<file path="src/canonical_huffman_decoder_unit_macros.svh">
// ----------------------------------------------------------------------------
// Canonical Huffman decoder unit: assertion macros
// Shared assertion shorthands. Every user has clk_i and rst_ni in scope.
// ----------------------------------------------------------------------------
`ifndef CANONICAL_HUFFMAN_DECODER_UNIT_MACROS_SVH
`define CANONICAL_HUFFMAN_DECODER_UNIT_MACROS_SVH

// Condition implies consequence in the same cycle
`define CHD_ASSERT_IMPL(lbl, ante, cons, msg) \
  lbl: assert property (@(posedge clk_i) disable iff (!rst_ni) (ante) |-> (cons)) else $error(msg);

// Condition implies consequence in the next cycle
`define CHD_ASSERT_NEXT(lbl, ante, cons, msg) \
  lbl: assert property (@(posedge clk_i) disable iff (!rst_ni) (ante) |=> (cons)) else $error(msg);

`endif

</file>
<file path="src/chd_pkg.sv">
// ----------------------------------------------------------------------------
// chd_pkg
// Types and constants shared by the canonical Huffman decoder modules.
// ----------------------------------------------------------------------------
package chd_pkg;

  localparam int CHD_MAX_CODE_LEN = 24;

  // Request operations
  typedef enum logic [1:0] {
    OP_CLEAR  = 2'd0,
    OP_LOAD   = 2'd1,
    OP_BUILD  = 2'd2,
    OP_DECODE = 2'd3
  } op_e;

  // Result status codes
  localparam logic [1:0] ST_OK        = 2'd0;
  localparam logic [1:0] ST_WALK_OFF  = 2'd1;
  localparam logic [1:0] ST_BAD_TABLE = 2'd2;
  localparam logic [1:0] ST_NOT_BUILT = 2'd3;

  // Classified request held in the queue
  typedef struct packed {
    op_e        op;
    logic [7:0] sym;
    logic [7:0] len;
    logic [7:0] data;
    logic [3:0] nbits;
  } item_t;

endpackage

</file>
<file path="src/chd_if.sv">
// ----------------------------------------------------------------------------
// chd_if
// Valid/ready channel interfaces for requests and results.
// ----------------------------------------------------------------------------
interface chd_in_if;
  logic       valid;
  logic       ready;
  logic [1:0] op;
  logic [7:0] entry_symbol;
  logic [7:0] entry_length;
  logic [7:0] data_byte;
  logic [3:0] valid_bits;

  modport source (output valid, op, entry_symbol, entry_length, data_byte, valid_bits,
                  input ready);
  modport sink (input valid, op, entry_symbol, entry_length, data_byte, valid_bits,
                output ready);
endinterface


</file>
<file path="src/chd_front.sv">
// ----------------------------------------------------------------------------
// chd_front
// Accepts requests, clamps the bit count and queues them for the engine.
// ----------------------------------------------------------------------------
module chd_front
  import chd_pkg::*;
(
  input  logic   clk_i,
  input  logic   rst_ni,
  chd_in_if.sink in_if,
  output logic   valid_o,
  output item_t  item_o,
  input  logic   ready_i
);

  item_t      buf_q [2];
  logic       wp_q, wp_d;
  logic       rp_q, rp_d;
  logic [1:0] cnt_q, cnt_d;
  logic       push, pop;
  item_t      cls;

  // Classify the incoming request
  always_comb begin
    cls.op    = op_e'(in_if.op);
    cls.sym   = in_if.entry_symbol;
    cls.len   = in_if.entry_length;
    cls.data  = in_if.data_byte;
    cls.nbits = (in_if.valid_bits > 4'd8) ? 4'd8 : in_if.valid_bits;
  end

  assign in_if.ready = (cnt_q != 2'd2);
  assign push        = in_if.valid && in_if.ready;
  assign valid_o     = (cnt_q != 2'd0);
  assign item_o      = buf_q[rp_q];
  assign pop         = valid_o && ready_i;

  // Advance pointers
  always_comb begin
    wp_d  = push ? ~wp_q : wp_q;
    rp_d  = pop ? ~rp_q : rp_q;
    cnt_d = cnt_q + {1'b0, push} - {1'b0, pop};
  end

  always_ff @(posedge clk_i or negedge rst_ni) begin
    if (!rst_ni) begin
      wp_q  <= 1'b0;
      rp_q  <= 1'b0;
      cnt_q <= 2'd0;
    end else begin
      wp_q  <= wp_d;
      rp_q  <= rp_d;
      cnt_q <= cnt_d;
    end
  end

  // Store payload
  always_ff @(posedge clk_i) begin
    if (push) begin
      buf_q[wp_q] <= cls;
    end
  end

endmodule

</file>
<file path="src/flat_wrapper.sv">
// flat-port wrapper written by rule: the top's interface ports become plain ports
module chd_front_flat import chd_pkg::*;
  (clk_i, rst_ni, valid_o, item_o, ready_i, in_if_valid, in_if_op, in_if_entry_symbol, in_if_entry_length, in_if_data_byte, in_if_valid_bits, in_if_ready);
  chd_in_if in_if_i ();
  input  logic clk_i;
  input  logic rst_ni;
  output logic valid_o;
  output item_t item_o;
  input  logic ready_i;
  input wire logic [$bits(in_if_i.valid)-1:0] in_if_valid;
  input wire logic [$bits(in_if_i.op)-1:0] in_if_op;
  input wire logic [$bits(in_if_i.entry_symbol)-1:0] in_if_entry_symbol;
  input wire logic [$bits(in_if_i.entry_length)-1:0] in_if_entry_length;
  input wire logic [$bits(in_if_i.data_byte)-1:0] in_if_data_byte;
  input wire logic [$bits(in_if_i.valid_bits)-1:0] in_if_valid_bits;
  output wire logic [$bits(in_if_i.ready)-1:0] in_if_ready;
  assign in_if_i.valid = in_if_valid;
  assign in_if_i.op = in_if_op;
  assign in_if_i.entry_symbol = in_if_entry_symbol;
  assign in_if_i.entry_length = in_if_entry_length;
  assign in_if_i.data_byte = in_if_data_byte;
  assign in_if_i.valid_bits = in_if_valid_bits;
  assign in_if_ready = in_if_i.ready;
  chd_front u_core (.clk_i(clk_i), .rst_ni(rst_ni), .in_if(in_if_i), .valid_o(valid_o), .item_o(item_o), .ready_i(ready_i));
endmodule
</file>
<file path="config.mk">
export PLATFORM = sky130hd
export DESIGN_NAME = chd_front_flat
export DESIGN_NICKNAME = d
export VERILOG_FILES = /design/src/canonical_huffman_decoder_unit_macros.svh /design/src/chd_pkg.sv /design/src/chd_if.sv /design/src/chd_front.sv /design/src/flat_wrapper.sv
export SDC_FILE = /design/constraint.sdc
export NUM_CORES = 1
export LEC_CHECK = 0
export BUFFER_PORTS_ARGS = -buffer_cell sky130_fd_sc_hd__buf_2
export CAP_MARGIN = 20
export CELL_PAD_IN_SITES_DETAIL_PLACEMENT = 0
export CELL_PAD_IN_SITES_GLOBAL_PLACEMENT = 1
export CORE_UTILIZATION = 35
export DETAILED_ROUTE_END_ITERATION = 10
export HOLD_SLACK_MARGIN = 0.15
export PLACE_DENSITY = 0.68
export SLEW_MARGIN = 25
export SYNTH_ARGS = -nofsm -noshare
export SYNTH_HDL_FRONTEND = slang
export SYNTH_SLANG_ARGS = --single-unit
</file>
<file path="constraint.sdc">
create_clock -name clk_i -period 2.3 [get_ports clk_i]
set_input_delay 0.46 -clock clk_i [delete_from_list [all_inputs] [get_ports clk_i]]
set_output_delay 0.46 -clock clk_i [all_outputs]
set_load 0.01 [all_outputs]
</file>
# After elaboration in Yosys (flattened, before gate mapping)

Memory sizes are Yosys's and may differ from the RTL's.
Cells that the tools add are included.

Order comparisons: 1
$add $sub $neg: 2
Bitwise gates (word level): 2
Reductions and logical operators: 3
Multiplexer cells: 3
Eq/ne operators: 1

Operators by type and width:

| operator                                              | number |
|---|---|
| greater-than comparator 4 bit (second input constant) | 1 |
| two-way mux 4 bit                                     | 1 |
| adder 2 x 1 -> 2 bit                                  | 1 |
| logical AND 1 bit                                     | 2 |
| two-way mux 1 bit                                     | 2 |
| != test 2 bit (second input constant)                 | 1 |
| inverter 1 bit                                        | 2 |
| nonzero test 2 bit                                    | 1 |
| subtractor 2 x 1 -> 2 bit                             | 1 |

Memory bits (writable): 60
Output and inout port bits: 32
Input port bits: 34
Logic and storage cells: 16
Register bits after elaboration: 4
Memories: 1

Memory list:

| memory       | words | width | read ports | clocked after Yosys merged registers in | write ports | RTL line        | RTL |
|---|---|---|---|---|---|---|---|
| u_core.buf_q | 2     | 30    | 1          | 0                                       | 1           | chd_front.sv:16 | `item_t buf_q [2];` |

# Logic depth before layout (Yosys ltp)

Gate-level depths: netlist of the first run.

Word-level depth: 4
Depth in mapped cells: 7
Gate-level depth less buffers: 7

# Least setup slack after synthesis of the first run

Ideal clock, no wire load.

Path type: register to register
Start: reg u_core.cnt_q[1]
End: mem u_core.buf_q[0][0] (netlist bit) (enable)
Data required time: 1883 ps
Period minus slack after synthesis: 2346 ps
Arrival: 1929 ps
Setup time: 417 ps
Setup slack: -46 ps
Buffers on the path: 0
Stages on the path, launching flop included: 4
Cell sequence: dfrtp_1 nand2b_1 nand2_1 nor2_1

Cells in the longest elaborated chain, start to end: 4

Ends and longest elaborated chain:

| item                                    | RTL line           | RTL |
|---|---|---|
| from (decl)                             | chd_front.sv:19    | `logic [1:0] cnt_q, cnt_d;` |
| from (signal assigned)                  | chd_front.sv:53    | `cnt_q <= cnt_d;` |
| != test 2 bit                           | chd_front.sv:32    | `assign in_if.ready = (cnt_q != 2'd2);` |
| net in_if_ready                         | flat_wrapper.sv:16 | `output wire logic [$bits(in_if_i.ready)-1:0] in_if_ready;` |
| logical AND 1 bit                       | chd_front.sv:33    | `assign push = in_if.valid && in_if.ready;` |
| two-way mux 1 bit                       | chd_front.sv:59    | `if (push) begin` |
| two-way mux 1 bit (not written as such) | chd_front.sv:60    | `buf_q[wp_q] <= cls;` |
| to (decl)                               | chd_front.sv:16    |  |

The timed path passes the listed nets, and every way through them passes these cells.

==> impl_metrics.json, run 1 <==
{
  "grt_pass1_wl_mm": 6.334,
  "status": "completed",
  "synthCells": 116,
  "relSlewSlack_pct": 66.54,
  "hold_violations": 0,
  "tightest_slew_ns": 0.5019,
  "finalMaxSlewViolations": 0,
  "drive_gt1_share_pct": 58.29,
  "port_buffers": 65,
  "hold_path.class": "primary input to register",
  "via_per_inst": 4.197,
  "setup_tns_ns": 0,
  "fmax_ghz": 0.4548,
  "num_vias": 1238,
  "ir_worst_vdd_uv": 486.8,
  "register_area_sq_um": 1903,
  "h-tree-depth": 3,
  "fin_crit_sh_pct": 95.60,
  "path_class": "register to output pin",
  "end_kind": "output pin",
  "postRouteAntennaNets": 0,
  "synth_cell_types": 17,
  "rsz0062_at_grt": "no",
  "worst_ep_arrival_time_ns": 1.74,
  "pwr_density_cell_nw_per_um2": 1241,
  "ctsRootBufferMaster": "clkbuf_8",
  "cts_tree": "yes",
  "crit_fanout": 17,
  "diodes": 0,
  "worstSetupStartpointType": "register",
  "ys_ff_latch": 64,
  "fp.dieW_um": 86.71,
  "initial_utilization_pct": 36.56,
  "drt_iter0_drc": 67,
  "fin_worst_skew_ns": 0.007885,
  "critPathSlowestCell": "dfrtp_2",
  "synth_fp_nets": 152,
  "wl_mm": 4.111,
  "grt_pass1_vias": 1291,
  "critical_path.top_delay_family": "flip-flops",
  "period_needed_ns": 2.199,
  "die_h_um": 86.71,
  "p_leak_nw": 1.298,
  "syn-cell-area_sq_um": 2511,
  "critPathBufInv": 2,
  "yosysSeqAreaShare_pct": 75.73,
  "clockBufferDepth": 2,
  "cp.required_ns": 1.84,
  "setup_slack_ns": 0.1013,
  "yosys_warnings": 0,
  "area_growth_pct": 25.61,
  "dpl_worst_slack_ns": 0.4333,
  "core_area_sq_um": 6869,
  "hpwl_mm": 2.989,
  "power.total_mw": 3.913,
  "clock-sinks": 64,
  "gr-total-overflow": 0,
  "avgSynthCellArea_sq_um": 21.65,
  "io_pins": 66,
  "gp_congestion": 0.7200,
  "finalSetupViolCount": 0,
  "clk_pin_slew_worst_paths_ns": 0.06,
  "nFillCells": 596,
  "antenna_found_initial": 0,
  "detail_route.drc_violations": 0,
  "multi_input_area_sq_um": 563.0,
  "clk_latency_ns": 0.33,
  "max_cap_violations": 0,
  "fin_nets": 231,
  "grt_start_max_net_pins": 31,
  "dieArea_sq_um": 7518,
  "cts_buffers": 9,
  "slowest_delay_ns": 0.69,
  "num_rows": 30,
  "crit_chain": "buf_4, mux2_4, buf_2",
  "first_pass_iters": 4,
  "grt_use_total_pct": 12.02,
  "wl_per_cell_um": 13.94
}
## area by class of cell
| class | count | area share [%] |
|---|---|---|
| multi-input combinational | 45 | 17.85 |
| sequential | 64 | 60.33 |
| timing repair buffer | 72 | 12.06 |
| inverter | 3 | 0.3570 |
| clock buffer | 10 | 4.046 |
| tap | 96 | 3.808 |
| clock inverter | 5 | 1.547 |
## cells in the final DEF, fill, tap and decap left out
cell,synthesis,layout
nand2b_1,1,1
inv_1,3,3
buf_4,0,6
bufinv_16,0,1
nand2_1,1,1
edfxtp_1,60,60
nor2b_1,3,3
clkinv_1,0,1
nor2_2,0,1
and2_4,1,1
and3_1,1,1
clkbuf_8,0,9
mux2_1,1,1
clkbuf_1,1,1
or2_1,1,1
ha_1,2,2
dlygate4sd3_1,0,1
dfrtp_1,4,3
buf_2,0,65
xnor2_1,3,3
dfrtp_2,0,1
mux2_4,29,29
clkinv_2,0,3
xor2_1,1,1
## state kept, by name (all words and copies together), names as in the netlist
register      cells
u_core.buf_q     60
u_core.cnt_q      2
u_core.rp_q       1
u_core.wp_q       1
## metal layers
| layer | part of all wire [%] | GRT usage [%] | routed length [um] |
|---|---|---|---|
| met1 | 39 | 13.24 | 1588 |
| met2 | 53 | 19.99 | 2172 |
| met3 | 6.4 | 4.000 | 263 |
| met4 | 2.1 | 7.727 | 86 |
| met5 | 0 | 0 | 0 |
## through the flow
stage                     util [%]  instance area [sq um]  cells  hold slack [ns]
final                        45.92                   3154    295           0.3166
after global routing         45.92                   3154    295           0.2924
after CTS                    45.92                   3154    295           0.2964
after detailed placement     43.21                   2968    279           0.2723
after global placement       43.21                   2968    279           0.2688
after floorplan                  -                   2514    116           0.1644
## path summary, 6_finish.rpt
path | start | endpoint | slack, ns | depth (start not counted)
max | u_core.rp_q | item_o[29] | 0.10 | 3
min | in_if_entry_length[2] | u_core.buf_q[0][14] | 0.32 | 1
max reg2reg | u_core.cnt_q[1] | u_core.cnt_q[1] | 0.58 | 7
min reg2reg | u_core.wp_q | u_core.wp_q | 0.52 | 1
max in group asynchronous | rst_ni | u_core.rp_q | 1.70 | 2
min in group asynchronous | rst_ni | u_core.cnt_q[0] | 0.46 | 2
## cells by family after synthesis
group	after synthesis	synth area share [%]
buf+inv	7	1.943
simple gates	9	2.143
fa+ha+maj	2	0.9964
mux	30	17.79
xor+xnor	4	1.395
flops	64	75.74
## synth_stat cells
library cell	count	share of area (%)
clkbuf_1	1	0.15
buf_6	3	1.3
nor2b_1	3	0.75
edfxtp_1	60	72
inv_1	3	0.45
mux2_1	1	0.45
dfrtp_1	4	4.0
nand2_1	1	0.15
mux2_4	29	17
nand2b_1	1	0.25
xor2_1	1	0.35
xnor2_1	3	1.0
nor2_1	1	0.15
and3_1	1	0.25
and2_4	1	0.35
ha_1	2	1.0
or2_1	1	0.25
## report_power, final
| group | leakage [nW] | internal, mW | total, mW | switching [mW] |
|---|---|---|---|---|
| registers | 0.604 | 1.60 | 1.76 | 0.153 |
| clock network | 0.0933 | 0.485 | 0.864 | 0.379 |
| logic | 0.600 | 0.705 | 1.29 | 0.588 |
## what timing repair did
item                      CTS  global route
hold endpoints to repair    4             0
buffers inserted            0             0
hold buffers                1             0
resized for setup           0             0
Note: power is estimated with default switching activity, not from simulation.
==> run 2: changes to the inputs <==
--- a/config.mk
+++ b/config.mk
@@ -9,10 +9,10 @@
 export CAP_MARGIN = 20
 export CELL_PAD_IN_SITES_DETAIL_PLACEMENT = 0
 export CELL_PAD_IN_SITES_GLOBAL_PLACEMENT = 1
-export CORE_UTILIZATION = 35
+export CORE_UTILIZATION = 38
 export DETAILED_ROUTE_END_ITERATION = 10
 export HOLD_SLACK_MARGIN = 0.15
-export PLACE_DENSITY = 0.68
+export PLACE_DENSITY = 0.72
 export SLEW_MARGIN = 25
 export SYNTH_ARGS = -nofsm -noshare
 export SYNTH_HDL_FRONTEND = slang
==> run 2 against run 1 <==
Clock power hardly changed. Routed wire length is 1.7% lower. Clock skew down 0.0012 ns. Total power fell by 0.38%. Hold slack improved by 0.0042 ns. Sequential power decreased by 4%. Non-clock buffer count stayed put. Maximum frequency grew 15%. Design area shrank 0.67%.
==> impl_metrics.json, run 2 (same netlist as run 1, synthesis figures left out) <==
{
  "wl_per_cell_um": 14.58,
  "fp.dieW_um": 83.29,
  "postRouteAntennaNets": 0,
  "grt_use_total_pct": 12.73,
  "clockBufferDepth": 2,
  "port_buffers": 65,
  "period_needed_ns": 1.918,
  "final_cell_mix": "65 x buf_2, 60 x edfxtp_1, 29 x mux2_4",
  "fin_nets": 231,
  "drive_gt1_share_pct": 57.50,
  "cts_tree": "yes",
  "gr-total-overflow": 0,
  "detail_route.drc_violations": 0,
  "drt_iter0_drc": 28,
  "r2r_start": "u_core.cnt_q[1]",
  "cts_buffers": 9,
  "num_rows": 29,
  "r2r_cells": 7,
  "diodes": 0,
  "grt_pass1_wl_mm": 6.541,
  "hold_violations": 0,
  "gp_congestion": 0.6568,
  "cts-resized-gates": 0,
  "cp.required_ns": 1.84,
  "grt_start_max_net_pins": 17,
  "fin_crit_sh_pct": 83.38,
  "placedCellCount": 260,
  "die_h_um": 83.29,
  "rsz0062_at_grt": "no",
  "clk_pin_slew_worst_paths_ns": 0.06,
  "end_kind": "output pin",
  "tightest_slew_ns": 0.2933,
  "initial_utilization_pct": 39.55,
  "wl_mm": 4.040,
  "layout_commonest_cell": "buf_2",
  "area_growth_pct": 24.76,
  "relSlewSlack_pct": 80.45,
  "min_from": "in_if_entry_symbol[6]",
  "core_area_sq_um": 6350,
  "ctsRootBufferMaster": "clkbuf_8",
  "hold_end": "u_core.buf_q[1][26]",
  "clk_latency_ns": 0.33,
  "placed_area_sq_um": 2944,
  "r2r_slack_ns": 0.59,
  "worstSetupStartpointType": "register",
  "h-tree-depth": 3,
  "hold_depth": 1,
  "pwr_density_cell_nw_per_um2": 1244,
  "setup_tns_ns": 0,
  "antenna_found_initial": 0,
  "top_register": "u_core.buf_q",
  "via_per_inst": 4.491,
  "finalSetupViolCount": 0,
  "num_vias": 1244,
  "stdcell_count": 277,
  "io_pins": 66,
  "worst_ep_arrival_time_ns": 1.46,
  "path_class": "register to output pin",
  "design_area_sq_um": 3133,
  "p_leak_nw": 1.297,
  "grt_pass1_vias": 1413,
  "crit_fanout": 16,
  "fin_worst_skew_ns": 0.006665,
  "fmax_ghz": 0.5214,
  "top_regs": "u_core.buf_q: 60 flops, u_core.cnt_q: 2 flops",
  "clock-sinks": 64,
  "hold_path.class": "primary input to register",
  "first_pass_iters": 4,
  "hpwl_mm": 2.881,
  "critical_path.reg2reg.endpoint": "u_core.cnt_q[1]",
  "largest_register_ffs": 60,
  "dieArea_sq_um": 6937,
  "ir_worst_vdd_uv": 485.7,
  "finalMaxSlewViolations": 0,
  "max_cap_violations": 0,
  "status": "completed"
}
==> run 2: cell types whose count changed in the layout (fill, tap and decap cells not counted), sizes merged <==
cell / change
clkbuf: +1
==> run 2: worst max path at each step <==
stage / start / slack [ns] / cells after the start / end
3_3_place_gp: u_core.cnt_q[1] / 0.69 / 7 / u_core.cnt_q[1]
4_1_cts: u_core.rp_q / 0.34 / 3 / item_o[24]
6_report: u_core.rp_q / 0.38 / 3 / item_o[24]
3_5_place_dp: u_core.cnt_q[1] / 0.60 / 7 / u_core.cnt_q[1]
2_1_floorplan: u_core.cnt_q[1] / 0.44 / 3 / u_core.buf_q[0][0]
5_1_grt: u_core.rp_q / 0.32 / 3 / item_o[24]
==> run 2: what timing repair did <==
item / 4_1_cts / 5_1_grt
endpoints found under the hold margin: 4 / 0
setup buffers: 0 / 0
hold buffers: 1 / 0
endpoints found under the setup margin: 0 / 0
==> run 2: layout make-up <==
cell class	count	area (sq um)
fill	542	3217
sequential	64	1903
multi-input combinational	45	563.0
timing repair buffer	72	380.4
clock buffer	11	131.4
tap	77	96.34
clock inverter	5	47.55
inverter	3	11.26
==> run 2: per-layer routing <==
metal	GRT usage [%]	vias to the layer above	wire length [um]
met4	9.718	0	58
met1	13.98	605	1674
li1	-	599	-
met5	0	-	0
met3	3.380	6	182
met2	21.01	34	2124
==> run 2: worst max-delay path: stages (launching register included) <==
cell and delay, ns:
dfrtp_2 0.35, buf_4 0.29, mux2_1 0.35, buf_2 0.14
==> run 2: per-stage QoR <==
step | hold WS (ns) | power (mW) | utilization (%) | setup WS [ns]
final | 0.3208 | 3.898 | 49.34 | 0.3822
after CTS | 0.2993 | 3.968 | 49.34 | 0.3412
after global placement | 0.2703 | 3.047 | 46.36 | 0.6881
after global routing | 0.3058 | 4.120 | 49.34 | 0.3182
after detailed placement | 0.2730 | 3.091 | 46.36 | 0.5998
after floorplan | 0.1644 | 2.659 | - | 0.4450
==> run 2: power by group <==
group | total (mW) | switching, mW | internal, mW | leakage [nW]
Combinational | 1.35 | 0.647 | 0.700 | 0.601
Sequential | 1.69 | 0.0825 | 1.60 | 0.604
Clock | 0.866 | 0.376 | 0.490 | 0.0922
==> run 3: changes to the inputs <==
--- a/config.mk
+++ b/config.mk
@@ -12,7 +12,7 @@
 export CORE_UTILIZATION = 38
 export DETAILED_ROUTE_END_ITERATION = 10
 export HOLD_SLACK_MARGIN = 0.15
-export PLACE_DENSITY = 0.72
+export PLACE_DENSITY = 0.7
 export SLEW_MARGIN = 25
 export SYNTH_ARGS = -nofsm -noshare
 export SYNTH_HDL_FRONTEND = slang
==> constraint.sdc (replaced) <==
create_clock -name clk_i -period 1.95 [get_ports clk_i]
set_input_delay 0.39 -clock clk_i [delete_from_list [all_inputs] [get_ports clk_i]]
set_output_delay 0.39 -clock clk_i [all_outputs]
set_load 0.01 [all_outputs]
==> run 3 against run 2 <==
Sequential cell count stayed put. First-iteration DRC count is 43% higher. Clock skew decreased by 0.0016 ns. Critical path type unchanged.
==> impl_metrics.json, run 3 (same netlist as run 1, synthesis figures left out) <==
{
  "status": "completed",
  "fin_nets": 229,
  "finalMaxSlewViolations": 0,
  "fin_crit_sh_pct": 94.78,
  "clock-sinks": 64,
  "wl_per_cell_um": 14.40,
  "crit_cells": 3,
  "fmax_ghz": 0.5411,
  "cts_tree": "yes",
  "dieArea_sq_um": 6937,
  "p_leak_nw": 1.292,
  "first_pass_iters": 4,
  "critPathSlowestCell": "dfrtp_2",
  "setup_tns_ns": 0,
  "wl_mm": 3.960,
  "postRouteAntennaNets": 0,
  "largest_register_ffs": 60,
  "grt_start_max_net_pins": 31,
  "h-tree-depth": 3,
  "ir_worst_vdd_uv": 951.1,
  "crit_fanout": 30,
  "end_kind": "output pin",
  "fin_worst_skew_ns": 0.005059,
  "critical_path.top_delay_family": "flip-flops",
  "io_pins": 66,
  "power.total_mw": 4.614,
  "num_vias": 1256,
  "die_h_um": 83.29,
  "hpwl_mm": 2.648,
  "hold_path.class": "primary input to register",
  "area_growth_pct": 24.86,
  "grt_pass1_vias": 1341,
  "drive_gt1_share_pct": 57.07,
  "crit_chain": "buf_12, mux2_1, buf_2",
  "cts_buffers": 9,
  "worst_ep_arrival_time_ns": 1.46,
  "clk_latency_ns": 0.32,
  "relSlewSlack_pct": 71.38,
  "gp_congestion": 0.6796,
  "r2r_cells": 7,
  "fp.dieW_um": 83.29,
  "drt_iter0_drc": 40,
  "cts-resized-gates": 0,
  "diodes": 0,
  "slowest_delay_ns": 0.39,
  "fin_util_pct": 49.38,
  "layout_commonest_cell": "buf_2",
  "max_cap_violations": 0,
  "hold_violations": 0,
  "final_cell_mix": "65 x buf_2, 60 x edfxtp_1, 29 x mux2_4",
  "worstSetupStartpointType": "register",
  "port_buffers": 65,
  "period_needed_ns": 1.848,
  "cp.required_ns": 1.56,
  "detail_route.drc_violations": 0,
  "rsz0062_at_grt": "no",
  "gr-total-overflow": 0,
  "num_rows": 29,
  "initial_utilization_pct": 39.55,
  "core_area_sq_um": 6350,
  "ctsRootBufferMaster": "clkbuf_8",
  "top_regs": "u_core.buf_q: 60 flops, u_core.cnt_q: 2 flops",
  "hold_depth": 1,
  "finalSetupViolCount": 0,
  "antenna_found_initial": 0,
  "clockBufferDepth": 2,
  "via_per_inst": 4.567,
  "clk_pin_slew_worst_paths_ns": 0.06,
  "pwr_density_cell_nw_per_um2": 1472,
  "top_register": "u_core.buf_q",
  "grt_pass1_wl_mm": 6.285,
  "tightest_slew_ns": 0.4293,
  "grt_use_total_pct": 12.30,
  "critPathBufInv": 2,
  "path_class": "register to output pin"
}
==> run 3: cell types whose count changed in the layout (fill, tap and decap cells not counted) <==
cell,previous run,this run
buf_4,6,3
buf_12,0,1
nor2_2,1,0
nor2_4,0,1
==> run 3: stage by stage <==
stage / hold slack [ns] / instance area (sq um) / setup slack, ns / instances
5_1_grt: 0.2258 / 3136 / 0.03733 / 275
2_1_floorplan: 0.09441 / 2514 / 0.09498 / 116
6_report: 0.2529 / 3136 / 0.1019 / 275
4_1_cts: 0.2357 / 3136 / 0.06302 / 275
3_5_place_dp: 0.1993 / 2947 / 0.2252 / 258
3_3_place_gp: 0.1928 / 2947 / 0.3500 / 258
==> run 3: worst paths after layout <==
path / slack, ns / end / from
worst max-delay path: 0.10 / item_o[24] / u_core.rp_q
worst min-delay path: 0.25 / u_core.buf_q[1][27] / in_if_entry_symbol[7]
worst max register to register: 0.24 / u_core.cnt_q[1] / u_core.cnt_q[0]
worst min register to register: 0.50 / u_core.cnt_q[1] / u_core.cnt_q[1]
max in group asynchronous: 1.43 / u_core.rp_q / rst_ni
min in group asynchronous: 0.39 / u_core.cnt_q[0] / rst_ni
==> run 3: layout make-up <==
type	count	area, sq um
Fill cell	549	3214
Clock inverter	5	47.55
Timing Repair Buffer	70	377.9
Clock buffer	11	131.4
Multi-Input combinational cell	45	568.0
Inverter	3	11.26
Tap cell	77	96.34
Sequential cell	64	1903
==> run 3: worst reg2reg max path: stages, from the launching register on <==
cell and delay [ns]:
dfrtp_1 0.39, or2_1 0.26, and2_4 0.17, ha_1 0.27, inv_1 0.04, ha_1 0.17, xnor2_1 0.19, xnor2_1 0.14
==> run 3: metal layers <==
metal,share of wire (%),wire (um),GRT usage [%],vias up
li1,-,-,-,595
met1,38,1496,12.87,619
met2,55,2164,20.72,36
met3,5.4,215,4.076,6
met4,2.1,84,8.777,0
met5,0,0,0,-
==> run 3: power by group <==
group	leakage [nW]	switching [mW]	total, mW	internal, mW
combinational	0.596	0.764	1.60	0.833
sequential	0.604	0.107	2.00	1.89
clock	0.0922	0.441	1.02	0.578
total	1.29	1.31	4.61	3.30
==> run 3: timing repair <==
action / CTS / global route
hold buffers: 1 / 0
buffers inserted: 0 / 0
endpoints found under the hold margin: 4 / 0
